$ cat src/hdl/fdl_pkg.sv
// ----------------------------------------------------------------------------
// fdl_pkg
// Shared constants, register map and configuration type of the fractional
// feedback delay.
// ----------------------------------------------------------------------------
`default_nettype none

package fdl_pkg;

    // buffer depth must be a power of two: read positions wrap by bit width
    localparam int BUFFER_DEPTH = 65536;
    localparam int ADDR_W       = $clog2(BUFFER_DEPTH);
    localparam int FRAC_W       = 16;
    localparam int POS_W        = ADDR_W + FRAC_W;
    // signed delay sum: wide enough for the smoothed delay plus swing, and
    // for the largest clamped delay with a sign bit
    localparam int DLY_W        = (POS_W + 1 > 34) ? POS_W + 1 : 34;

    localparam int AUDIO_W      = 24;
    localparam int MOD_W        = 16;

    localparam int NUM_REGS     = 5;
    localparam int CFG_DATA_W   = 32;
    localparam int CFG_ADDR_W   = $clog2(NUM_REGS * 4);
    localparam int REG_IDX_W    = CFG_ADDR_W - 2;

    localparam logic [14:0]      FB_MAX           = 15'd31130;
    localparam logic [15:0]      WET_ONE          = 16'd32768;
    localparam logic [15:0]      SMOOTH_COEFF_RST = 16'd262;
    localparam logic [POS_W-1:0] MAX_DELAY        =
        POS_W'(BUFFER_DEPTH - 1) << FRAC_W;

    typedef enum logic [REG_IDX_W-1:0] {
        REG_DELAY_TARGET  = REG_IDX_W'(0),
        REG_MOD_DEPTH     = REG_IDX_W'(1),
        REG_FEEDBACK_GAIN = REG_IDX_W'(2),
        REG_WET_MIX       = REG_IDX_W'(3),
        REG_SMOOTH_COEFF  = REG_IDX_W'(4)
    } t_reg_idx;

    typedef struct packed {
        logic [23:0] delay_target;
        logic [15:0] mod_depth;
        logic [14:0] feedback_gain;
        logic [15:0] wet_mix;
        logic [15:0] smooth_coeff;
    } t_cfg;

endpackage

`default_nettype wire

$ cat src/hdl/fdl_cfg.sv
// ----------------------------------------------------------------------------
// fdl_cfg
// APB-style register file: delay target, modulation depth, feedback gain,
// wet mix and smoothing coefficient.
// ----------------------------------------------------------------------------
`default_nettype none

module fdl_cfg import fdl_pkg::*; (
    input  wire logic                  i_clk,
    input  wire logic                  i_rst_n,
    input  wire logic                  psel,
    input  wire logic                  penable,
    input  wire logic                  pwrite,
    input  wire logic [CFG_ADDR_W-1:0] paddr,
    input  wire logic [CFG_DATA_W-1:0] pwdata,
    output logic      [CFG_DATA_W-1:0] prdata,
    output logic                       pready,
    output t_cfg                       o_cfg
);

    t_cfg     r_cfg;
    t_reg_idx reg_idx;
    logic     wr_en;

    assign reg_idx = t_reg_idx'(paddr[CFG_ADDR_W-1:2]);
    assign pready  = 1'b1;
    assign wr_en   = psel && penable && pwrite && pready;

    always_ff @(posedge i_clk) begin
        if (!i_rst_n) begin
            r_cfg.delay_target  <= '0;
            r_cfg.mod_depth     <= '0;
            r_cfg.feedback_gain <= '0;
            r_cfg.wet_mix       <= '0;
            r_cfg.smooth_coeff  <= SMOOTH_COEFF_RST;
        end else if (wr_en) begin
            case (reg_idx)
                REG_DELAY_TARGET:  r_cfg.delay_target  <= pwdata[23:0];
                REG_MOD_DEPTH:     r_cfg.mod_depth     <= pwdata[15:0];
                REG_FEEDBACK_GAIN: r_cfg.feedback_gain <= pwdata[14:0];
                REG_WET_MIX:       r_cfg.wet_mix       <= pwdata[15:0];
                REG_SMOOTH_COEFF:  r_cfg.smooth_coeff  <= pwdata[15:0];
                default: begin
                end
            endcase
        end
    end

    always_comb begin
        case (reg_idx)
            REG_DELAY_TARGET:  prdata = {8'h00, r_cfg.delay_target};
            REG_MOD_DEPTH:     prdata = {16'h0000, r_cfg.mod_depth};
            REG_FEEDBACK_GAIN: prdata = {17'h00000, r_cfg.feedback_gain};
            REG_WET_MIX:       prdata = {16'h0000, r_cfg.wet_mix};
            REG_SMOOTH_COEFF:  prdata = {16'h0000, r_cfg.smooth_coeff};
            default:           prdata = '0;
        endcase
    end

    assign o_cfg = r_cfg;

endmodule

`default_nettype wire

$ cat config.mk
export PLATFORM = sky130hd
export DESIGN_NAME = fdl_cfg
export DESIGN_NICKNAME = d
export VERILOG_FILES = /design/src/hdl/fdl_pkg.sv /design/src/hdl/fdl_cfg.sv
export SDC_FILE = /design/constraint.sdc
export NUM_CORES = 1
export LEC_CHECK = 0
export BUFFER_PORTS_ARGS = -buffer_cell sky130_fd_sc_hd__buf_4
export CAP_MARGIN = 20
export CORE_MARGIN = 8
export CORE_UTILIZATION = 40
export DETAILED_ROUTE_END_ITERATION = 8
export HOLD_SLACK_MARGIN = 0.03
export PLACE_DENSITY = 0.75
export SETUP_SLACK_MARGIN = 0.5
export SYNTH_ARGS = -nofsm -noshare
export SYNTH_HDL_FRONTEND = slang
export SYNTH_SLANG_ARGS = --single-unit
export TNS_END_PERCENT = 50
$ cat constraint.sdc
create_clock -name i_clk -period 1.99 [get_ports i_clk]
set_input_delay 0.0995 -clock i_clk [delete_from_list [all_inputs] [get_ports i_clk]]
set_output_delay 0.0995 -clock i_clk [all_outputs]
set_load 0.02 [all_outputs]
==> results.py, run 1 <==
metrics = {
    "status": {
        "status": "completed",
    },
    "synth": {
        "synth_edf_count": 0,
        "ys_async_sr_fraction": 0,
        "ys_top_cells_by_area": "dfxtp_1, mux2i_1, nand2_1",
        "yosysTopAreaCell": "dfxtp_1",
        "yosysSeqAreaShare": 0.431,
        "synthCells": 418,
        "synth_top_area_frac": 0.431,
        "postSynthRegisterBits": 87,
        "ys_warn_count": 0,
        "syn_area_per_cell_sq_um": 9.67,
        "syn_area_sq_mm": 0.00404,
        "synth_cell_types": 31,
        "synth_flop_cell": "dfxtp_1",
    },
    "min_path": {
        "min_from": "pwdata[2]",
        "min_path_cells": 3,
        "hold_class": "input pin to flip-flop",
        "min_to": "o_cfg[2]$_SDFFE_PN1P_",
    },
    "timing": {
        "fin_crit_ns": 1.50,
        "tightest_slew_ns": 0.601,
        "setup_viol_count_final": 0,
        "clock_skew_ns": 0,
        "slew_viol_final": 0,
        "period_share": 0.752,
        "fmax_mhz": 668,
        "fin_setup_tns_ns": 0,
        "rsz0062_at_grt": "yes",
        "hold_viol": 0,
        "maxSlewHeadroom": 0.598,
    },
    "placement": {
        "post_dp_cell_area_sq_mm": 0.00520,
        "dp.cells": 674,
        "port_buffers": 142,
        "hpwl_mm": 8.98,
        "gp_congestion": 0.796,
    },
    "die": {
        "dieHeight_um": 117,
        "rows": 36,
        "core_sq_mm": 0.00977,
        "num_io_pins": 162,
        "die-area_sq_mm": 0.0136,
        "initial_utilization": 0.413,
        "die_width_um": 117,
    },
    "critical_path": {
        "setup.worst_path.start": "paddr[3]",
        "cp_data_required_time_ns": 1.89,
        "cp.arrival_ns": 1.40,
        "regToRegSetupSlack_ns": 1.28,
        "worstSetupStartpointType": "input pin",
        "path_class": "input pin to output pin",
        "timing.rr.end": "o_cfg[34]$_SDFFE_PN0P_",
        "rr_startpoint": "o_cfg[34]$_SDFFE_PN0P_",
        "end_kind": "output pin",
        "worstPathMaxFanout": 26,
        "r2r_cells": 3,
    },
    "global_routing": {
        "grtUsageMet2": 0.328,
        "first_global_vias": 3634,
        "grt_first_pass_wirelength_mm": 19.6,
        "track_usage": 0.188,
        "grt_max_degree": 69,
        "grt-ovfl-total": 0,
        "grt_use_met3": 0.0284,
        "top_usage_layer": "met2",
        "antenna_found_initial": 0,
        "grt_use_met1": 0.224,
    },
    "power": {
        "ir_worst_vdd_mv": 0.316,
        "power_leakage_nw": 2.27,
        "power_density_mw_per_mm2": 574,
    },
    "clock_network": {
        "cts_buffer_depth": 2,
        "cts.root.buffer_cell": "clkbuf_8",
        "cts_tree": "built",
        "clock-sinks": 87,
        "numCtsBuffers": 9,
        "ctsHtreeMaxLevel": 3,
        "clk_pin_slew_worst_paths_ns": 0.08,
        "clock_latency_ns": 0.35,
    },
    "final_layout": {
        "final_cells": 708,
        "antenna_cells": 0,
        "area_delta_synth_final_pct": 39.2,
        "finalNetCount": 612,
        "final_common_cell": "buf_4",
        "postLayoutCellArea_sq_mm": 0.00563,
        "largest_reg_flops": 87,
        "fill_cells": 852,
        "final_cell_mix": "buf_4, nand2_1, mux2i_1, dfxtp_1, dfxtp_2",
        "drive_above_1_share": 0.410,
    },
    "detailed_routing": {
        "num_vias": 3632,
        "drt_wl_total_mm": 13.0,
        "drt-pass1-iter-count": 5,
        "wire_per_inst_um": 18.4,
        "drc_errors": 0,
        "ant_nets": 0,
        "viasPerCell": 5.13,
        "drt_iter0_drc": 200,
    },
    "run": {
        "maxCapViolCount": 0,
    },
}
-- worst max-delay path by stage --
stage                     depth (start not counted)         end
final                                             5  prdata[12]
after global placement                            5  prdata[11]
after detailed placement                          5  prdata[10]
after floorplan                                   5  prdata[15]
after global routing                              4  prdata[14]
after CTS                                         4  prdata[14]
-- cell families (layout without fill, tap and decap cells) --
group	count (synthesis)	in the layout	share of synthesized area
AO/OA/AOI/OAI	47	47	0.0814
buffers and inverters	42	192	0.0660
flip-flops	87	87	0.431
multiplexers	103	103	0.260
other	2	9	0.00186
AND/OR/NAND/NOR	137	137	0.160
-- where the power goes --
group	switching [W]	leakage (nW)	internal, W
sequential	0.0000108	0.713	0.00175
clock	0.000660	0.0747	0.000458
combinational	0.000212	1.49	0.000134
total	0.000882	2.27	0.00234
-- stage by stage --
stage	total power, W	util	setup WS, ns	hold slack, ns
global route	0.00335	0.576	0.433	0.0509
finish	0.00323	0.576	0.493	0.0428
CTS	0.00324	0.566	0.486	0.0323
global placement	0.00211	0.532	0.266	0.362
detailed placement	0.00212	0.532	0.223	0.369
floorplan	0.00200	-	0.567	0.242
-- worst max-delay path: stages --
cell     delay (ns)
buf_4          0.22
nor2_4         0.53
a22oi_1        0.19
o22ai_1        0.17
buf_4          0.17
-- what timing repair did --
action / in CTS / in global routing
pin swaps: 0 / 5
hold buffers: 10 / 0
setup buffers: 2 / 6
endpoints found under the hold margin: 10 / 0
resized for setup: 16 / 20
setup endpoints to repair: 16 / 24
-- cells in the mapped netlist, drive strengths merged, types with 2 or more instances --
cell and count:
a22oi 28, and2 8, buf 25, clkbuf 16, conb 2, dfxtp 87
mux2 15, mux2i 88, nand2 109, nor2 2, nor2b 8, nor3 4
o22ai 15
-- final cells by class --
| type | instances | area, sq um | area share |
|---|---|---|---|
| flip-flops and latches | 87 | 1770 | 0.315 |
| multi-input cells | 296 | 2130 | 0.379 |
| clock buffers | 10 | 128 | 0.0227 |
| clock inverters | 6 | 47.5 | 0.00845 |
| well taps | 133 | 166 | 0.0296 |
| repair buffers | 175 | 1380 | 0.245 |
| inverters | 1 | 3.75 | 0.000667 |
-- layer usage --
metal  routed length, um  up-vias  part of all wire
li1                    -     1728                 -
met1                5340     1738              0.41
met2                6560      143              0.50
met3                 870       23             0.067
met4                 232        0             0.018
met5                   0        -                 0
No activity file was read; power rests on OpenSTA's default activity.
==> run 2: changes to the inputs <==
--- a/config.mk
+++ b/config.mk
@@ -11,7 +11,7 @@
 export CORE_UTILIZATION = 40
 export DETAILED_ROUTE_END_ITERATION = 8
 export HOLD_SLACK_MARGIN = 0.03
-export PLACE_DENSITY = 0.75
+export PLACE_DENSITY = 0.78
 export SETUP_SLACK_MARGIN = 0.5
 export SYNTH_ARGS = -nofsm -noshare
 export SYNTH_HDL_FRONTEND = slang
==> constraint.sdc (replaced) <==
create_clock -name i_clk -period 1.31 [get_ports i_clk]
set_input_delay 0.0655 -clock i_clk [delete_from_list [all_inputs] [get_ports i_clk]]
set_output_delay 0.0655 -clock i_clk [all_outputs]
set_load 0.02 [all_outputs]
==> results.py, run 2 (synthesized netlist as in run 1, its figures left out) <==
metrics = {
    "final_layout": {
        "postLayoutCellArea_sq_mm": 0.00736,
        "drive_above_1_share": 0.634,
        "largest_reg_flops": 87,
        "antenna_cells": 0,
        "final_cells": 777,
        "fin_util": 0.753,
        "area_delta_synth_final_pct": 82.2,
        "final_cell_mix": "buf_6, nand2_1, mux2i_1, dfxtp_2, buf_4",
        "finalNetCount": 681,
        "final_common_cell": "buf_6",
    },
    "die": {
        "rows": 36,
        "core_sq_mm": 0.00977,
        "die-area_sq_mm": 0.0136,
        "die_width_um": 117,
        "initial_utilization": 0.413,
        "dieHeight_um": 117,
        "num_io_pins": 162,
    },
    "timing": {
        "slew_viol_final": 0,
        "setup_viol_count_final": 16,
        "clock_skew_ns": 0,
        "setup_slack_ns": -0.139,
        "rsz0062_at_grt": "yes",
        "fin_crit_ns": 1.45,
        "hold_viol": 0,
        "period_share": 1.11,
        "fin_setup_tns_ns": -1.59,
        "fmax_mhz": 690,
        "hold-worst-slack_ns": 0.0455,
    },
    "placement": {
        "gp_congestion": 0.766,
        "post_dp_cell_area_sq_mm": 0.00565,
        "port_buffers": 142,
        "dp.cells": 686,
        "hpwl_mm": 9.40,
    },
    "power": {
        "power_leakage_nw": 2.98,
        "seqPwrFrac": 0.480,
        "clockPowerShare": 0.390,
        "power_switching_w": 0.00147,
        "swShare": 0.265,
        "p_comb_frac": 0.130,
        "power_density_mw_per_mm2": 755,
        "p_int_w": 0.00408,
        "ir_worst_vdd_mv": 0.673,
    },
    "detailed_routing": {
        "viasPerCell": 5.18,
        "drt-pass1-iter-count": 4,
        "wire_per_inst_um": 19.8,
        "drt_wl_total_mm": 15.4,
        "num_vias": 4028,
        "drc_errors": 0,
        "drt_iter0_drc": 188,
        "ant_nets": 0,
    },
    "global_routing": {
        "grt_first_pass_wirelength_mm": 21.4,
        "antenna_found_initial": 0,
        "first_global_vias": 4006,
        "track_usage": 0.205,
        "grt-ovfl-total": 0,
        "grt_max_degree": 65,
    },
    "clock_network": {
        "ctsHtreeMaxLevel": 3,
        "cts.root.buffer_cell": "clkbuf_8",
        "clock-sinks": 87,
        "cts_tree": "built",
        "clock_latency_ns": 0.37,
        "cts_buffer_depth": 2,
        "numCtsBuffers": 9,
        "clk_pin_slew_worst_paths_ns": 0.10,
    },
    "critical_path": {
        "setup.worst_path.start": "o_cfg[56]$_SDFFE_PN0P_",
        "crit_family": "flip-flops",
        "worstPathMaxFanout": 2,
        "path_class": "flip-flop to output pin",
        "slowest_stage": "dfxtp_2",
        "worstSetupStartpointType": "flip-flop",
        "cp_data_required_time_ns": 1.24,
        "path_buf_inv": 1,
        "cp.arrival_ns": 1.38,
        "crit_chain": "mux2_2, a21oi_2, o22ai_2, buf_6",
        "rr_startpoint": "o_cfg[37]$_SDFFE_PN0P_",
        "end_kind": "output pin",
        "critPathMaxStageDelay_ns": 0.34,
    },
    "run": {
        "maxCapViolCount": 0,
    },
    "status": {
        "status": "complete, but fails checks",
        "violations": "setup timing",
    },
    "min_path": {
        "hold_class": "input pin to flip-flop",
        "min_from": "pwdata[0]",
    },
}
-- run 2: cell types whose count changed in the layout (fill, tap and decap cells not counted), sizes merged --
cell         previous run  this run
buf                   165       230
clkinvlp                4         1
inv                     1         4
bufinv                  0         2
clkbuf                 10        12
clkinv                  2         1
dlygate4sd3            10        11
-- run 2: through the flow --
step                setup WS (ns)  power (W)
floorplan                   0.269    0.00309
global placement            0.110    0.00331
detailed placement         0.0782    0.00332
CTS                        -0.130    0.00550
global route               -0.188    0.00575
finish                     -0.139    0.00555
-- run 2: final timing paths --
kind | slack (ns) | cells past startpoint | end
worst max-delay path | -0.14 | 4 | prdata[9]
worst min-delay path | 0.05 | 3 | o_cfg[63]$_SDFFE_PN0P_
worst max register to register | 0.44 | 5 | o_cfg[37]$_SDFFE_PN0P_
worst min register to register | 0.48 | 2 | o_cfg[25]$_SDFFE_PN0P_
-- run 2: worst reg2reg max path, delay by kind of cell, from the launching register on --
kind                   cells  cell delay, ns
multiplexers               1            0.06
buffers and inverters      3            0.32
AND/OR/NAND/NOR            1            0.04
flip-flops                 1            0.34
-- run 2: layout make-up --
class | count | area [sq um]
clock inverter | 7 | 103
multi-input combinational | 296 | 2360
inverter | 1 | 3.75
tap | 133 | 166
fill | 622 | 2410
clock buffer | 9 | 124
timing repair buffer | 244 | 2730
sequential | 87 | 1870
-- run 2: layer usage --
metal | wire, um | up-vias | track usage
met5 | 0 | - | 0
met4 | 264 | 0 | 0.0735
met3 | 876 | 21 | 0.0481
met2 | 7960 | 139 | 0.365
met1 | 6270 | 1995 | 0.233
li1 | - | 1873 | -
-- run 2: power by group through the flow --
stage | clock network, W | logic [W] | registers, W
2_1_floorplan | 0 | 0.000331 | 0.00276
3_3_place_gp | 0 | 0.000569 | 0.00274
3_5_place_dp | 0 | 0.000581 | 0.00274
4_1_cts | 0.00217 | 0.000652 | 0.00268
5_1_grt | 0.00232 | 0.000761 | 0.00267
6_report | 0.00216 | 0.000723 | 0.00267
-- run 2: what timing repair did --
item,CTS,global route
resized for setup,220,61
gates cloned,0,3
pin swaps,18,21
setup endpoints to repair,173,181
hold endpoints to repair,11,0
hold buffers,11,0
buffers inserted,30,31
==> run 3: changes to the inputs <==
--- a/config.mk
+++ b/config.mk
@@ -11,8 +11,9 @@
 export CORE_UTILIZATION = 40
 export DETAILED_ROUTE_END_ITERATION = 8
 export HOLD_SLACK_MARGIN = 0.03
-export PLACE_DENSITY = 0.78
+export PLACE_DENSITY = 0.69
 export SETUP_SLACK_MARGIN = 0.5
+export SKIP_CTS_REPAIR_TIMING = 1
 export SYNTH_ARGS = -nofsm -noshare
 export SYNTH_HDL_FRONTEND = slang
 export SYNTH_SLANG_ARGS = --single-unit
==> results.py, run 3 (synthesized netlist as in run 1, its figures left out) <==
metrics = {
    "power": {
        "p_int_w": 0.00408,
        "swShare": 0.250,
        "power_w": 0.00544,
        "clockPowerShare": 0.391,
        "seqPwrFrac": 0.492,
        "power_switching_w": 0.00136,
        "ir_worst_vdd_mv": 0.618,
        "power_leakage_nw": 2.66,
        "p_comb_frac": 0.117,
        "power_density_mw_per_mm2": 806,
    },
    "global_routing": {
        "grt_first_pass_wirelength_mm": 18.8,
        "antenna_found_initial": 0,
        "grt-ovfl-total": 0,
        "grt_max_degree": 68,
        "first_global_vias": 3516,
        "track_usage": 0.178,
    },
    "critical_path": {
        "end_kind": "output pin",
        "r2r_cells": 3,
        "cp_data_required_time_ns": 1.24,
        "timing.rr.end": "o_cfg[24]$_SDFFE_PN0P_",
        "worstSetupStartpointType": "flip-flop",
        "path_class": "flip-flop to output pin",
        "regToRegSetupSlack_ns": 0.59,
        "worstPathMaxFanout": 3,
        "rr_startpoint": "o_cfg[24]$_SDFFE_PN0P_",
        "cp.arrival_ns": 1.35,
    },
    "detailed_routing": {
        "drt_wl_total_mm": 13.5,
        "drt-pass1-iter-count": 5,
        "viasPerCell": 5.05,
        "drc_errors": 0,
        "drt_iter0_drc": 243,
        "wire_per_inst_um": 18.4,
        "ant_nets": 0,
        "num_vias": 3701,
    },
    "timing": {
        "setup_viol_count_final": 15,
        "clock_skew_ns": 0,
        "rsz0062_at_grt": "yes",
        "setup_slack_ns": -0.110,
        "tightest_slew_ns": 0.509,
        "hold_viol": 0,
        "fin_crit_ns": 1.42,
        "slew_viol_final": 0,
        "maxSlewHeadroom": 0.660,
        "period_share": 1.08,
        "fmax_mhz": 704,
    },
    "die": {
        "initial_utilization": 0.413,
        "num_io_pins": 162,
        "rows": 36,
        "die_width_um": 117,
        "die-area_sq_mm": 0.0136,
        "dieHeight_um": 117,
        "core_sq_mm": 0.00977,
    },
    "placement": {
        "dp.cells": 684,
        "gp_congestion": 0.753,
        "pre_cts_ws_ns": 0.0120,
        "hpwl_mm": 9.29,
        "port_buffers": 142,
    },
    "min_path": {
        "hold_class": "input pin to flip-flop",
        "min_to": "o_cfg[2]$_SDFFE_PN1P_",
        "min_path_cells": 3,
        "min_from": "pwdata[2]",
    },
    "final_layout": {
        "largest_reg_flops": 87,
        "finalNetCount": 637,
        "drive_above_1_share": 0.602,
        "area_delta_synth_final_pct": 67.0,
        "antenna_cells": 0,
        "final_cell_mix": "buf_6, nand2_1, mux2i_1, dfxtp_2, buf_4",
        "final_common_cell": "buf_6",
        "final_cells": 733,
    },
    "clock_network": {
        "cts.root.buffer_cell": "clkbuf_8",
        "numCtsBuffers": 9,
        "cts_tree": "built",
        "cts_buffer_depth": 2,
        "clock-sinks": 87,
        "clock_latency_ns": 0.35,
        "ctsHtreeMaxLevel": 3,
        "clk_pin_slew_worst_paths_ns": 0.09,
    },
    "status": {
        "status": "complete, but fails checks",
        "violations": "setup timing",
    },
    "run": {
        "maxCapViolCount": 0,
    },
}
-- run 3: area by class of cell --
type | count | area [sq um]
clock buffer | 10 | 138
timing repair buffer | 200 | 2150
fill | 719 | 3030
sequential | 87 | 1860
clock inverter | 6 | 92.6
multi-input combinational | 296 | 2330
inverter | 1 | 3.75
tap | 133 | 166
-- run 3: power groups by stage --
stage,sequential [W],clock (W),combinational (W)
floorplan,0.00276,0,0.000331
global placement,0.00274,0,0.000553
detailed placement,0.00274,0,0.000560
CTS,0.00268,0.00216,0.000561
global route,0.00268,0.00227,0.000677
finish,0.00267,0.00213,0.000638
-- run 3: through the flow --
stage / setup TNS, ns / cell area [sq um] / util / hold slack, ns
6_report: -1.27 / 6750 / 0.690 / 0.0157
5_1_grt: -2.04 / 6750 / 0.690 / 0.0300
4_1_cts: -1.78 / 5810 / 0.594 / -0.0485
3_5_place_dp: 0 / 5580 / 0.571 / 0.335
3_3_place_gp: 0 / 5580 / 0.571 / 0.325
2_1_floorplan: 0 / 4350 / - / 0.208
-- run 3: worst max path at each step --
stage / start / end / cells after the start
after floorplan: paddr[4] / o_cfg[68]$_SDFFE_PN0P_ / 4
after global placement: paddr[2] / prdata[1] / 5
after detailed placement: paddr[2] / prdata[1] / 5
after CTS: o_cfg[33]$_SDFFE_PN0P_ / prdata[1] / 4
after global routing: o_cfg[32]$_SDFFE_PN0P_ / prdata[0] / 4
final: o_cfg[33]$_SDFFE_PN0P_ / prdata[1] / 4
-- run 3: worst max-delay path, stage by stage (launching register included) --
cell and delay, ns:
dfxtp_2 0.34, mux2_4 0.27, a22oi_2 0.17, o22ai_4 0.09
buf_6 0.14
-- run 3: routing by layer --
metal  vias to the layer above  track usage  share of wire
li1                       1792            -              -
met1                      1791        0.225           0.42
met2                       109        0.296           0.50
met3                         9       0.0372          0.072
met4                         0       0.0596          0.011
met5                         -            0              0
